===== src/rtl/core/bpe_pkg.sv =====
// Shared types and constants for the bouncing particle Euler step core.
`timescale 1ns / 1ps
`default_nettype none
package bpe_pkg;

   // Width of the dt and mu coefficients, one bit retired per cycle
   localparam int K_BITS = 16;
   // Fraction bits of the dt and mu coefficients
   localparam int CFG_FRAC = 16;

   localparam int CSR_IDX_BITS = 3;
   localparam int CSR_DATA_BITS = 24;

   typedef enum logic [CSR_IDX_BITS-1:0] {
      REG_BOX_WIDTH     = 3'd0,
      REG_BOX_HEIGHT    = 3'd1,
      REG_TIME_STEP     = 3'd2,
      REG_DRAG_COEFF    = 3'd3,
      REG_GRAVITY_ACCEL = 3'd4
   } reg_idx_type;

   localparam logic CMD_LOAD = 1'b0;
   localparam logic CMD_TICK = 1'b1;

   // Product steps of one tick, in issue order
   typedef enum logic [2:0] {
      OP_WALL_X = 3'd0,
      OP_WALL_Y = 3'd1,
      OP_DRAG_X = 3'd2,
      OP_DRAG_Y = 3'd3,
      OP_VEL_X  = 3'd4,
      OP_VEL_Y  = 3'd5,
      OP_POS_X  = 3'd6,
      OP_POS_Y  = 3'd7
   } op_type;

   typedef enum logic [3:0] {
      S_IDLE  = 4'b0001,
      S_ISSUE = 4'b0010,
      S_MUL   = 4'b0100,
      S_FIN   = 4'b1000
   } state_type;

   // Multiplier handshake
   typedef struct packed {
      logic start;
   } mul_ctl_type;

   typedef struct packed {
      logic busy;
      logic done;
   } mul_sts_type;

endpackage
`default_nettype wire


===== src/rtl/core/bouncing_particle_euler_step_core.sv =====
// Top level of the bouncing particle Euler step core: sequencer, state and registers.
//
//  channel | dir | handshake           | content
//  --------+-----+---------------------+-----------------------------------------
//  req     | in  | req_tvalid/tready   | tuser cmd, tdata load pos/vel words
//  rsp     | out | rsp_tvalid/tready   | tdata pixels, bounce and saturate flags
//  csr     | in  | csr_valid/ready     | csr_index, csr_data register write
//
// A load word goes from the finish state into the rsp register. A tick word
// runs eight products in turn on one bit-serial multiplier, each issued,
// multiplied and then applied. The multiplier is the limiting unit. Reset is
// synchronous and restores register defaults and zero particle state. A
// stalled result sits in the rsp register while the next request is taken; the
// sequencer waits only when a second result is ready before the first is taken.
`timescale 1ns / 1ps
`default_nettype none
module bouncing_particle_euler_step_core #(
   parameter int FRAC_BITS = 16,
   parameter int WORD_BITS = 32
) (
   input  wire         clock,
   input  wire         reset,
   input  wire         req_tvalid,
   output logic        req_tready,
   input  wire [127:0] req_tdata,   // load_pos_x, load_pos_y, load_vel_x, load_vel_y
   input  wire [0:0]   req_tuser,   // cmd
   output logic        rsp_tvalid,
   input  wire         rsp_tready,
   output logic [39:0] rsp_tdata,   // pixel_x, pixel_y, bounced_x, bounced_y, saturated, pad
   input  wire         csr_valid,
   output logic        csr_ready,
   input  wire [bpe_pkg::CSR_IDX_BITS-1:0]  csr_index,
   input  wire [bpe_pkg::CSR_DATA_BITS-1:0] csr_data
);

   // wide enough for the wall bound, gravity rescale and any sum before clipping
   localparam int TW = WORD_BITS + FRAC_BITS + 14;
   localparam int GSH_L = (FRAC_BITS >= bpe_pkg::CFG_FRAC) ? FRAC_BITS - bpe_pkg::CFG_FRAC : 0;
   localparam int GSH_R = (FRAC_BITS < bpe_pkg::CFG_FRAC) ? bpe_pkg::CFG_FRAC - FRAC_BITS : 0;
   localparam logic signed [TW-1:0] WMAX = TW'({1'b0, {(WORD_BITS-1){1'b1}}});
   localparam logic signed [TW-1:0] WMIN = -WMAX - TW'(1);
   localparam logic signed [TW-1:0] ONE = TW'(1) <<< FRAC_BITS;
   localparam logic signed [TW-1:0] PMAX = TW'(32767);
   localparam logic signed [TW-1:0] PMIN = -TW'(32768);

   typedef struct packed {
      logic signed [WORD_BITS-1:0] val;
      logic                        sat;
   } clip_type;

   function automatic clip_type wclip(input logic signed [TW-1:0] v);
      clip_type r;
      r.sat = 1'b0;
      r.val = v[WORD_BITS-1:0];
      if (v > WMAX) begin
         r.val = WMAX[WORD_BITS-1:0];
         r.sat = 1'b1;
      end else if (v < WMIN) begin
         r.val = WMIN[WORD_BITS-1:0];
         r.sat = 1'b1;
      end
      return r;
   endfunction

   function automatic logic wall_hit(input logic signed [WORD_BITS-1:0] pos,
                                     input logic signed [WORD_BITS-1:0] step,
                                     input logic [11:0] size);
      logic signed [TW-1:0] t;
      logic signed [TW-1:0] hi;
      t  = TW'(pos) + TW'(step);
      hi = TW'($signed({1'b0, size}) - 13'sd1) <<< FRAC_BITS;
      return (t <= ONE) || (t >= hi);
   endfunction

   typedef struct packed {
      logic [15:0] pix;
      logic        sat;
   } pix_type;

   function automatic pix_type pixel_of(input logic signed [WORD_BITS-1:0] pos,
                                        input logic signed [WORD_BITS-1:0] vel);
      pix_type r;
      logic signed [TW-1:0] p;
      if (vel < 0) p = TW'(pos) >>> FRAC_BITS;
      else         p = (TW'(pos) + ONE - TW'(1)) >>> FRAC_BITS;
      r.sat = 1'b0;
      r.pix = p[15:0];
      if (p > PMAX) begin
         r.pix = PMAX[15:0];
         r.sat = 1'b1;
      end else if (p < PMIN) begin
         r.pix = PMIN[15:0];
         r.sat = 1'b1;
      end
      return r;
   endfunction

   // config registers
   logic [11:0]        box_w_ff, box_h_ff;
   logic [15:0]        dt_ff, mu_ff;
   logic signed [23:0] g_ff;

   // particle state and scratch
   logic signed [WORD_BITS-1:0] px_ff, px_in, py_ff, py_in;
   logic signed [WORD_BITS-1:0] vx_ff, vx_in, vy_ff, vy_in;
   logic signed [WORD_BITS-1:0] ax_ff, ax_in, ay_ff, ay_in;
   logic                        bx_ff, bx_in, by_ff, by_in, sat_ff, sat_in;
   bpe_pkg::state_type          state_ff, state_in;
   bpe_pkg::op_type             op_ff, op_in;

   logic        rsp_valid_ff, rsp_valid_in;
   logic [39:0] rsp_data_ff, rsp_data_in;

   // multiplier
   bpe_pkg::mul_ctl_type          mctl;
   bpe_pkg::mul_sts_type          msts;
   logic signed [WORD_BITS-1:0]   m_a;
   logic [bpe_pkg::K_BITS-1:0]    m_k;
   logic signed [WORD_BITS-1:0]   m_p;

   bpe_ser_mul #(.WORD_BITS(WORD_BITS)) u_mul (
      .clock (clock),
      .reset (reset),
      .ctl   (mctl),
      .a_val (m_a),
      .k_val (m_k),
      .sts   (msts),
      .prod  (m_p)
   );

   logic req_acc, rsp_free;
   logic signed [TW-1:0] gfix;
   clip_type c0, c1, c2, c3;
   pix_type  pxo, pyo;

   assign req_tready = (state_ff == bpe_pkg::S_IDLE);
   assign req_acc    = req_tvalid && req_tready;
   assign rsp_free   = !rsp_valid_ff || rsp_tready;
   assign csr_ready  = 1'b1;
   assign gfix       = (TW'(g_ff) <<< GSH_L) >>> GSH_R;
   assign mctl.start = (state_ff == bpe_pkg::S_ISSUE);

   // operand select per step
   always_comb begin
      case (op_ff)
         bpe_pkg::OP_WALL_X: begin m_a = vx_ff; m_k = dt_ff; end
         bpe_pkg::OP_WALL_Y: begin m_a = vy_ff; m_k = dt_ff; end
         bpe_pkg::OP_DRAG_X: begin m_a = vx_ff; m_k = mu_ff; end
         bpe_pkg::OP_DRAG_Y: begin m_a = vy_ff; m_k = mu_ff; end
         bpe_pkg::OP_VEL_X:  begin m_a = ax_ff; m_k = dt_ff; end
         bpe_pkg::OP_VEL_Y:  begin m_a = ay_ff; m_k = dt_ff; end
         bpe_pkg::OP_POS_X:  begin m_a = vx_ff; m_k = dt_ff; end
         bpe_pkg::OP_POS_Y:  begin m_a = vy_ff; m_k = dt_ff; end
         default:            begin m_a = vx_ff; m_k = dt_ff; end
      endcase
   end

   always_comb begin
      pxo = pixel_of(px_ff, vx_ff);
      pyo = pixel_of(py_ff, vy_ff);
   end

   always_comb begin
      px_in = px_ff; py_in = py_ff; vx_in = vx_ff; vy_in = vy_ff;
      ax_in = ax_ff; ay_in = ay_ff;
      bx_in = bx_ff; by_in = by_ff; sat_in = sat_ff;
      state_in = state_ff; op_in = op_ff;
      rsp_valid_in = rsp_valid_ff && !rsp_tready;
      rsp_data_in  = rsp_data_ff;
      c0 = wclip(TW'($signed(req_tdata[31:0])));
      c1 = wclip(TW'($signed(req_tdata[63:32])));
      c2 = wclip(TW'($signed(req_tdata[95:64])));
      c3 = wclip(TW'($signed(req_tdata[127:96])));
      case (state_ff)
         bpe_pkg::S_IDLE: begin
            if (req_acc) begin
               bx_in = 1'b0;
               by_in = 1'b0;
               op_in = bpe_pkg::OP_WALL_X;
               if (req_tuser[0] == bpe_pkg::CMD_LOAD) begin
                  px_in = c0.val; py_in = c1.val; vx_in = c2.val; vy_in = c3.val;
                  sat_in = c0.sat | c1.sat | c2.sat | c3.sat;
                  state_in = bpe_pkg::S_FIN;
               end else begin
                  sat_in = 1'b0;
                  state_in = bpe_pkg::S_ISSUE;
               end
            end
         end
         bpe_pkg::S_ISSUE: state_in = bpe_pkg::S_MUL;
         bpe_pkg::S_MUL: begin
            if (msts.done) begin
               state_in = bpe_pkg::S_ISSUE;
               op_in = bpe_pkg::op_type'(op_ff + 3'd1);
               case (op_ff)
                  bpe_pkg::OP_WALL_X: bx_in = wall_hit(px_ff, m_p, box_w_ff);
                  bpe_pkg::OP_WALL_Y: begin
                     // reflect both axes once both tests are known
                     by_in = wall_hit(py_ff, m_p, box_h_ff);
                     c0 = wclip(-TW'(vx_ff));
                     c1 = wclip(-TW'(vy_ff));
                     if (bx_ff) begin vx_in = c0.val; sat_in = sat_ff | c0.sat; end
                     if (by_in) begin vy_in = c1.val; sat_in = sat_in | c1.sat; end
                  end
                  bpe_pkg::OP_DRAG_X: begin
                     c0 = wclip(-TW'(m_p));
                     ax_in = c0.val; sat_in = sat_ff | c0.sat;
                  end
                  bpe_pkg::OP_DRAG_Y: begin
                     c0 = wclip(gfix - TW'(m_p));
                     ay_in = c0.val; sat_in = sat_ff | c0.sat;
                  end
                  bpe_pkg::OP_VEL_X: begin
                     c0 = wclip(TW'(vx_ff) + TW'(m_p));
                     vx_in = c0.val; sat_in = sat_ff | c0.sat;
                  end
                  bpe_pkg::OP_VEL_Y: begin
                     c0 = wclip(TW'(vy_ff) + TW'(m_p));
                     vy_in = c0.val; sat_in = sat_ff | c0.sat;
                  end
                  bpe_pkg::OP_POS_X: begin
                     c0 = wclip(TW'(px_ff) + TW'(m_p));
                     px_in = c0.val; sat_in = sat_ff | c0.sat;
                  end
                  bpe_pkg::OP_POS_Y: begin
                     c0 = wclip(TW'(py_ff) + TW'(m_p));
                     py_in = c0.val; sat_in = sat_ff | c0.sat;
                     state_in = bpe_pkg::S_FIN;
                  end
                  default: ;
               endcase
            end
         end
         bpe_pkg::S_FIN: begin
            if (rsp_free) begin
               rsp_valid_in = 1'b1;
               rsp_data_in = {5'b0, sat_ff | pxo.sat | pyo.sat, by_ff, bx_ff,
                              pyo.pix, pxo.pix};
               state_in = bpe_pkg::S_IDLE;
            end
         end
         default: state_in = bpe_pkg::S_IDLE;
      endcase
   end

   always_ff @(posedge clock) begin
      if (reset) begin
         state_ff     <= bpe_pkg::S_IDLE;
         op_ff        <= bpe_pkg::OP_WALL_X;
         rsp_valid_ff <= 1'b0;
         px_ff <= '0; py_ff <= '0; vx_ff <= '0; vy_ff <= '0;
         bx_ff <= 1'b0; by_ff <= 1'b0; sat_ff <= 1'b0;
         box_w_ff <= 12'd120;
         box_h_ff <= 12'd120;
         dt_ff    <= 16'd1092;
         mu_ff    <= 16'd6554;
         g_ff     <= 24'sd642253;
      end else begin
         state_ff     <= state_in;
         op_ff        <= op_in;
         rsp_valid_ff <= rsp_valid_in;
         px_ff <= px_in; py_ff <= py_in; vx_ff <= vx_in; vy_ff <= vy_in;
         bx_ff <= bx_in; by_ff <= by_in; sat_ff <= sat_in;
         if (csr_valid) begin
            case (csr_index)
               bpe_pkg::REG_BOX_WIDTH:     box_w_ff <= csr_data[11:0];
               bpe_pkg::REG_BOX_HEIGHT:    box_h_ff <= csr_data[11:0];
               bpe_pkg::REG_TIME_STEP:     dt_ff    <= csr_data[15:0];
               bpe_pkg::REG_DRAG_COEFF:    mu_ff    <= csr_data[15:0];
               bpe_pkg::REG_GRAVITY_ACCEL: g_ff     <= $signed(csr_data);
               default: ;
            endcase
         end
      end
      ax_ff       <= ax_in;
      ay_ff       <= ay_in;
      rsp_data_ff <= rsp_data_in;
   end

   assign rsp_tvalid = rsp_valid_ff;
   assign rsp_tdata  = rsp_data_ff;

   // multiplier finishes only while the sequencer waits on it
   a_mul_done: assert property (@(posedge clock) disable iff (reset)
      msts.done |-> (state_ff == bpe_pkg::S_MUL))
      else $error("multiplier done outside S_MUL");

   // multiplier runs only while the sequencer waits on it
   a_mul_busy: assert property (@(posedge clock) disable iff (reset)
      msts.busy |-> (state_ff == bpe_pkg::S_MUL))
      else $error("multiplier busy outside S_MUL");

   // a tick starts at the first product step
   a_tick_start: assert property (@(posedge clock) disable iff (reset)
      (req_acc && req_tuser[0] == bpe_pkg::CMD_TICK) |=>
         (state_ff == bpe_pkg::S_ISSUE && op_ff == bpe_pkg::OP_WALL_X))
      else $error("tick did not start at wall step");

   // a load reports no bounce
   a_load_fin: assert property (@(posedge clock) disable iff (reset)
      (req_acc && req_tuser[0] == bpe_pkg::CMD_LOAD) |=>
         (state_ff == bpe_pkg::S_FIN && !bx_ff && !by_ff))
      else $error("load did not go to finish cleanly");

   // finishing posts a result and frees the request side
   a_fin_post: assert property (@(posedge clock) disable iff (reset)
      (state_ff == bpe_pkg::S_FIN && rsp_free) |=>
         (rsp_valid_ff && state_ff == bpe_pkg::S_IDLE))
      else $error("result not posted on finish");

endmodule
`default_nettype wire


===== src/rtl/core/bpe_ser_mul.sv =====
// Bit-serial signed by unsigned multiplier with floor shift by the coefficient fraction.
`timescale 1ns / 1ps
`default_nettype none
module bpe_ser_mul #(
   parameter int WORD_BITS = 32
) (
   input  wire                          clock,
   input  wire                          reset,
   input  wire bpe_pkg::mul_ctl_type    ctl,
   input  wire logic signed [WORD_BITS-1:0] a_val,
   input  wire logic [bpe_pkg::K_BITS-1:0]  k_val,
   output bpe_pkg::mul_sts_type         sts,
   output logic signed [WORD_BITS-1:0]  prod
);

   localparam int AW = WORD_BITS + bpe_pkg::K_BITS;
   localparam int CW = $clog2(bpe_pkg::K_BITS + 1);

   logic signed [AW-1:0]          acc_ff, acc_in;
   logic signed [WORD_BITS-1:0]   a_ff, a_in;
   logic [bpe_pkg::K_BITS-1:0]    k_ff, k_in;
   logic [CW-1:0]                 cnt_ff, cnt_in;
   logic                          busy_ff, busy_in;
   logic                          done_ff, done_in;

   // MSB first: double and add
   always_comb begin
      acc_in  = acc_ff;
      a_in    = a_ff;
      k_in    = k_ff;
      cnt_in  = cnt_ff;
      busy_in = busy_ff;
      done_in = 1'b0;
      if (ctl.start) begin
         acc_in  = '0;
         a_in    = a_val;
         k_in    = k_val;
         cnt_in  = CW'(bpe_pkg::K_BITS);
         busy_in = 1'b1;
      end else if (busy_ff) begin
         acc_in = (acc_ff <<< 1) + (k_ff[bpe_pkg::K_BITS-1] ? AW'(a_ff) : AW'(0));
         k_in   = k_ff << 1;
         cnt_in = cnt_ff - CW'(1);
         if (cnt_ff == CW'(1)) begin
            busy_in = 1'b0;
            done_in = 1'b1;
         end
      end
   end

   always_ff @(posedge clock) begin
      if (reset) begin
         busy_ff <= 1'b0;
         done_ff <= 1'b0;
         cnt_ff  <= '0;
      end else begin
         busy_ff <= busy_in;
         done_ff <= done_in;
         cnt_ff  <= cnt_in;
      end
      acc_ff <= acc_in;
      a_ff   <= a_in;
      k_ff   <= k_in;
   end

   assign sts.busy = busy_ff;
   assign sts.done = done_ff;
   // arithmetic shift is the floor
   assign prod = acc_ff[AW-1:bpe_pkg::CFG_FRAC];

endmodule
`default_nettype wire


===== config.mk =====
export PLATFORM = sky130hd
export DESIGN_NAME = bouncing_particle_euler_step_core
export DESIGN_NICKNAME = d
export VERILOG_FILES = /design/src/rtl/core/bpe_pkg.sv /design/src/rtl/core/bouncing_particle_euler_step_core.sv /design/src/rtl/core/bpe_ser_mul.sv
export SDC_FILE = /design/constraint.sdc
export NUM_CORES = 2
export LEC_CHECK = 0
export BUFFER_PORTS_ARGS = -buffer_cell sky130_fd_sc_hd__buf_4
export CAP_MARGIN = 20
export CORE_MARGIN = 1.5
export CORE_UTILIZATION = 45
export CTS_CLUSTER_SIZE = 25
export DETAILED_ROUTE_END_ITERATION = 10
export SLEW_MARGIN = 0
export SYNTH_ARGS = -nofsm -noshare
export SYNTH_HDL_FRONTEND = slang
export SYNTH_SLANG_ARGS = --single-unit

===== constraint.sdc =====
create_clock -name clock -period 6.75 [get_ports clock]
set_input_delay 0.3375 -clock clock [delete_from_list [all_inputs] [get_ports clock]]
set_output_delay 0.3375 -clock clock [all_outputs]
set_load 0.01 [all_outputs]

==> impl_metrics.toml <==
[cells_and_area]
nets = 4753
design_area_sq_um = 37710
largest_reg_flops = 48
max_flop_register = "u_mul.acc_ff"
drive_gt1_share_pct = 9.623
fillers = 6996
area_delta_synth_final_pct = 15.15

[sta]
setup_tns_ps = 0
period_share_pct = 88.31
drv_slew = 0
setup_viol = 0
setup_ws_ps = 789.0
hold_viol_final = 0
slew-limit-headroom_pct = 27.16
layout_min_cycle_time_ps = 5961
worst_slew_pin_slew_ps = 1091
skew_ps = 36.31
fmax_ghz = 0.1678
grt_setup_unrepaired = "false"

[floorplan]
pin_count = 204
die-area_sq_um = 74410
die_w_um = 272.8
rows = 98
start_util_pct = 45.66
fp.dieH_um = 272.8
core_area_sq_um = 71730

[cts]
clock_path_buffers = 3
clk_latency_ps = 650
cts_tree = "built"
cts_inserted_buffers = 51
root_buffer = "clkbuf_16"
hold_buffers = 61
clock-sinks = 421
clk_pin_slew_ps = 70
ctsHtreeMaxLevel = 2
post-cts-setup-buffer-count = 0
cts_resized = 0

[critical_path]
path_class = "reg2reg"
reg2regPathDepth = 23
cp-start-kind = "register"
required_ps = 7250
cp_max_fo = 38
endpoint_kind = "register"
cp.arrival_ps = 6460

[detailed_routing]
vias = 32630
drt_iter0_drc = 3572
drt_first_pass_iters = 6
wl_per_cell_um = 24.01
routed_wl_um = 127900
drc_errors = 0
viasPerCell = 6.126
ant_nets = 0

[pwr]
power.internal_mw = 7.116
pwr-share-seq_pct = 25.0
power_density_nw_per_um2 = 336.0
swShare_pct = 43.84
clkPwrFrac_pct = 24.7
leakage_nw = 15.76
vdd_drop_max_uv = 219.2
p_switching_mw = 5.555
pwr-share-comb_pct = 50.3

[min_path]
min-delay-path-class = "in2reg"
holdPathStages = 3

[placed_design]
numPortBuffers = 197
place_area_sq_um = 35220
gp_congestion = 0.9860
place_hpwl_um = 95430
preCtsSetupSlack_ps = 990.8

[global_routing]
grt_pass1_wl_um = 189000
use_met2_pct = 50.90
overflow = 0
grt_max_degree = 90
top_usage_layer = "met2"
grt_use_met1_pct = 47.29
antenna_found_initial = 5
grt_pass1_vias = 29940
grt_use_total_pct = 33.29
use_met3_pct = 4.666

[yosys]
synth_edf_count = 147
ys_warn_count = 0
avgSynthCellArea_sq_um = 7.874
yosysSeqAreaShare_pct = 30.22
netlist_instances = 4160
syn_area_sq_um = 32750
ys_ff_latch = 421
synth_flop_cell = "dfxtp_1"
async_flop_share_pct = 0
synth_cell_types = 92

[status]
status = "finished, final reports clean"

[run]
drv_cap = 0
stage by stage:
step | hold slack (ps) | util, % | power [mW] | std cells
6_report | 13.04 | 52.58 | 12.67 | 5326
5_1_grt | 18.31 | 52.57 | 13.32 | 5325
4_1_cts | 0.02598 | 52.57 | 12.57 | 5325
3_5_place_dp | 447.7 | 49.10 | 9.394 | 5169
3_3_place_gp | 442.6 | 49.10 | 9.406 | 5169
2_1_floorplan | 409.0 | - | 7.341 | 4164
worst max-delay path, stage by stage (launching register included):
cell and delay, ps:
dfxtp_1 310, buf_4 200, ha_1 220, inv_1 60, fa_1 420, nor2b_1 220
o31a_1 320, o211ai_2 220, nand3_1 240, a221oi_1 120, xnor2_1 370, ha_1 320
a21o_1 190, a21o_1 170, a21oi_1 160, nor2_1 60, nor4b_1 250, o31ai_1 120
mux2i_1 150, o211a_1 390, a41o_2 740, buf_4 280, mux2i_1 190, nor2_1 50
area by class of cell:
class | instances | area [sq um] | share of cell area, %
Clock buffer | 68 | 1476 | 3.915
Clock inverter | 27 | 406.6 | 1.078
Timing Repair Buffer | 334 | 2660 | 7.053
Inverter | 132 | 495.5 | 1.314
Tap cell | 950 | 1189 | 3.152
Multi-Input combinational cell | 3393 | 21580 | 57.23
Antenna cell | 1 | 2.502 | 0.006635
Sequential cell | 421 | 9901 | 26.25
logic make-up after synthesis:
family,count (synthesis),synth area share (%)
and+or+nand+nor,1370,19.71
xor gates and xnor gates,286,7.671
other,2,0.02293
buffers and inverters,350,4.133
AOI/OAI and AO/OA,1389,25.66
adders and majority gates,280,10.67
DFF,421,30.22
muxes,62,1.906
cells in the mapped netlist, types with 84 or more instances:
cell type  instances  area [sq um]
edfxtp_1         147          4414
inv_1            130         488.0
xnor2_1          201          1760
nand2_1          517          1941
dfxtp_1          274          5485
a21o_1           109         818.3
ha_1             253          3166
o21ai_0          316          1582
a21oi_1          556          2783
nor2_1           291          1092
clkbuf_1         187         701.9
xor2_1            84         735.7
nor3_1            92         460.4
nand3_1          105         525.5
power groups by stage:
stage	registers [mW]	clock network (mW)	logic [mW]
floorplan	3.20	0	4.14
CTS	3.15	3.17	6.25
finish	3.16	3.13	6.37
detailed placement	3.21	0	6.19
global route	3.17	3.25	6.89
global placement	3.21	0	6.20
layer usage:
metal,vias to the layer above,share of wire [%]
met5,-,0.0086
met4,2,4.0
met3,225,8.2
met2,1277,43
met1,15580,45
li1,15550,-
cell usage in the layout, fill, tap and decap left out, types with 59 or more instances in the layout:
| master | count |
|---|---|
| buf_4 | 273 |
| inv_1 | 129 |
| o21ai_0 | 316 |
| and2_1 | 64 |
| a21o_1 | 109 |
| xnor2_1 | 201 |
| xor2_1 | 84 |
| nor3_1 | 89 |
| a21oi_1 | 556 |
| ha_1 | 253 |
| edfxtp_1 | 147 |
| dfxtp_1 | 273 |
| nand3_1 | 105 |
| nor2_1 | 290 |
| mux2i_1 | 59 |
| nand2_1 | 517 |
| dlygate4sd3_1 | 61 |
final timing paths:
kind	from	to	slack (ps)
hold reg to reg	mu_ff[6]	mu_ff[6]	450
hold / removal	req_tdata[22]	px_ff[22]	10
setup / recovery	u_mul.acc_ff[16]	vy_ff[10]	790
setup reg to reg	u_mul.acc_ff[16]	vy_ff[10]	790
(Power assumes the default switching activity.)
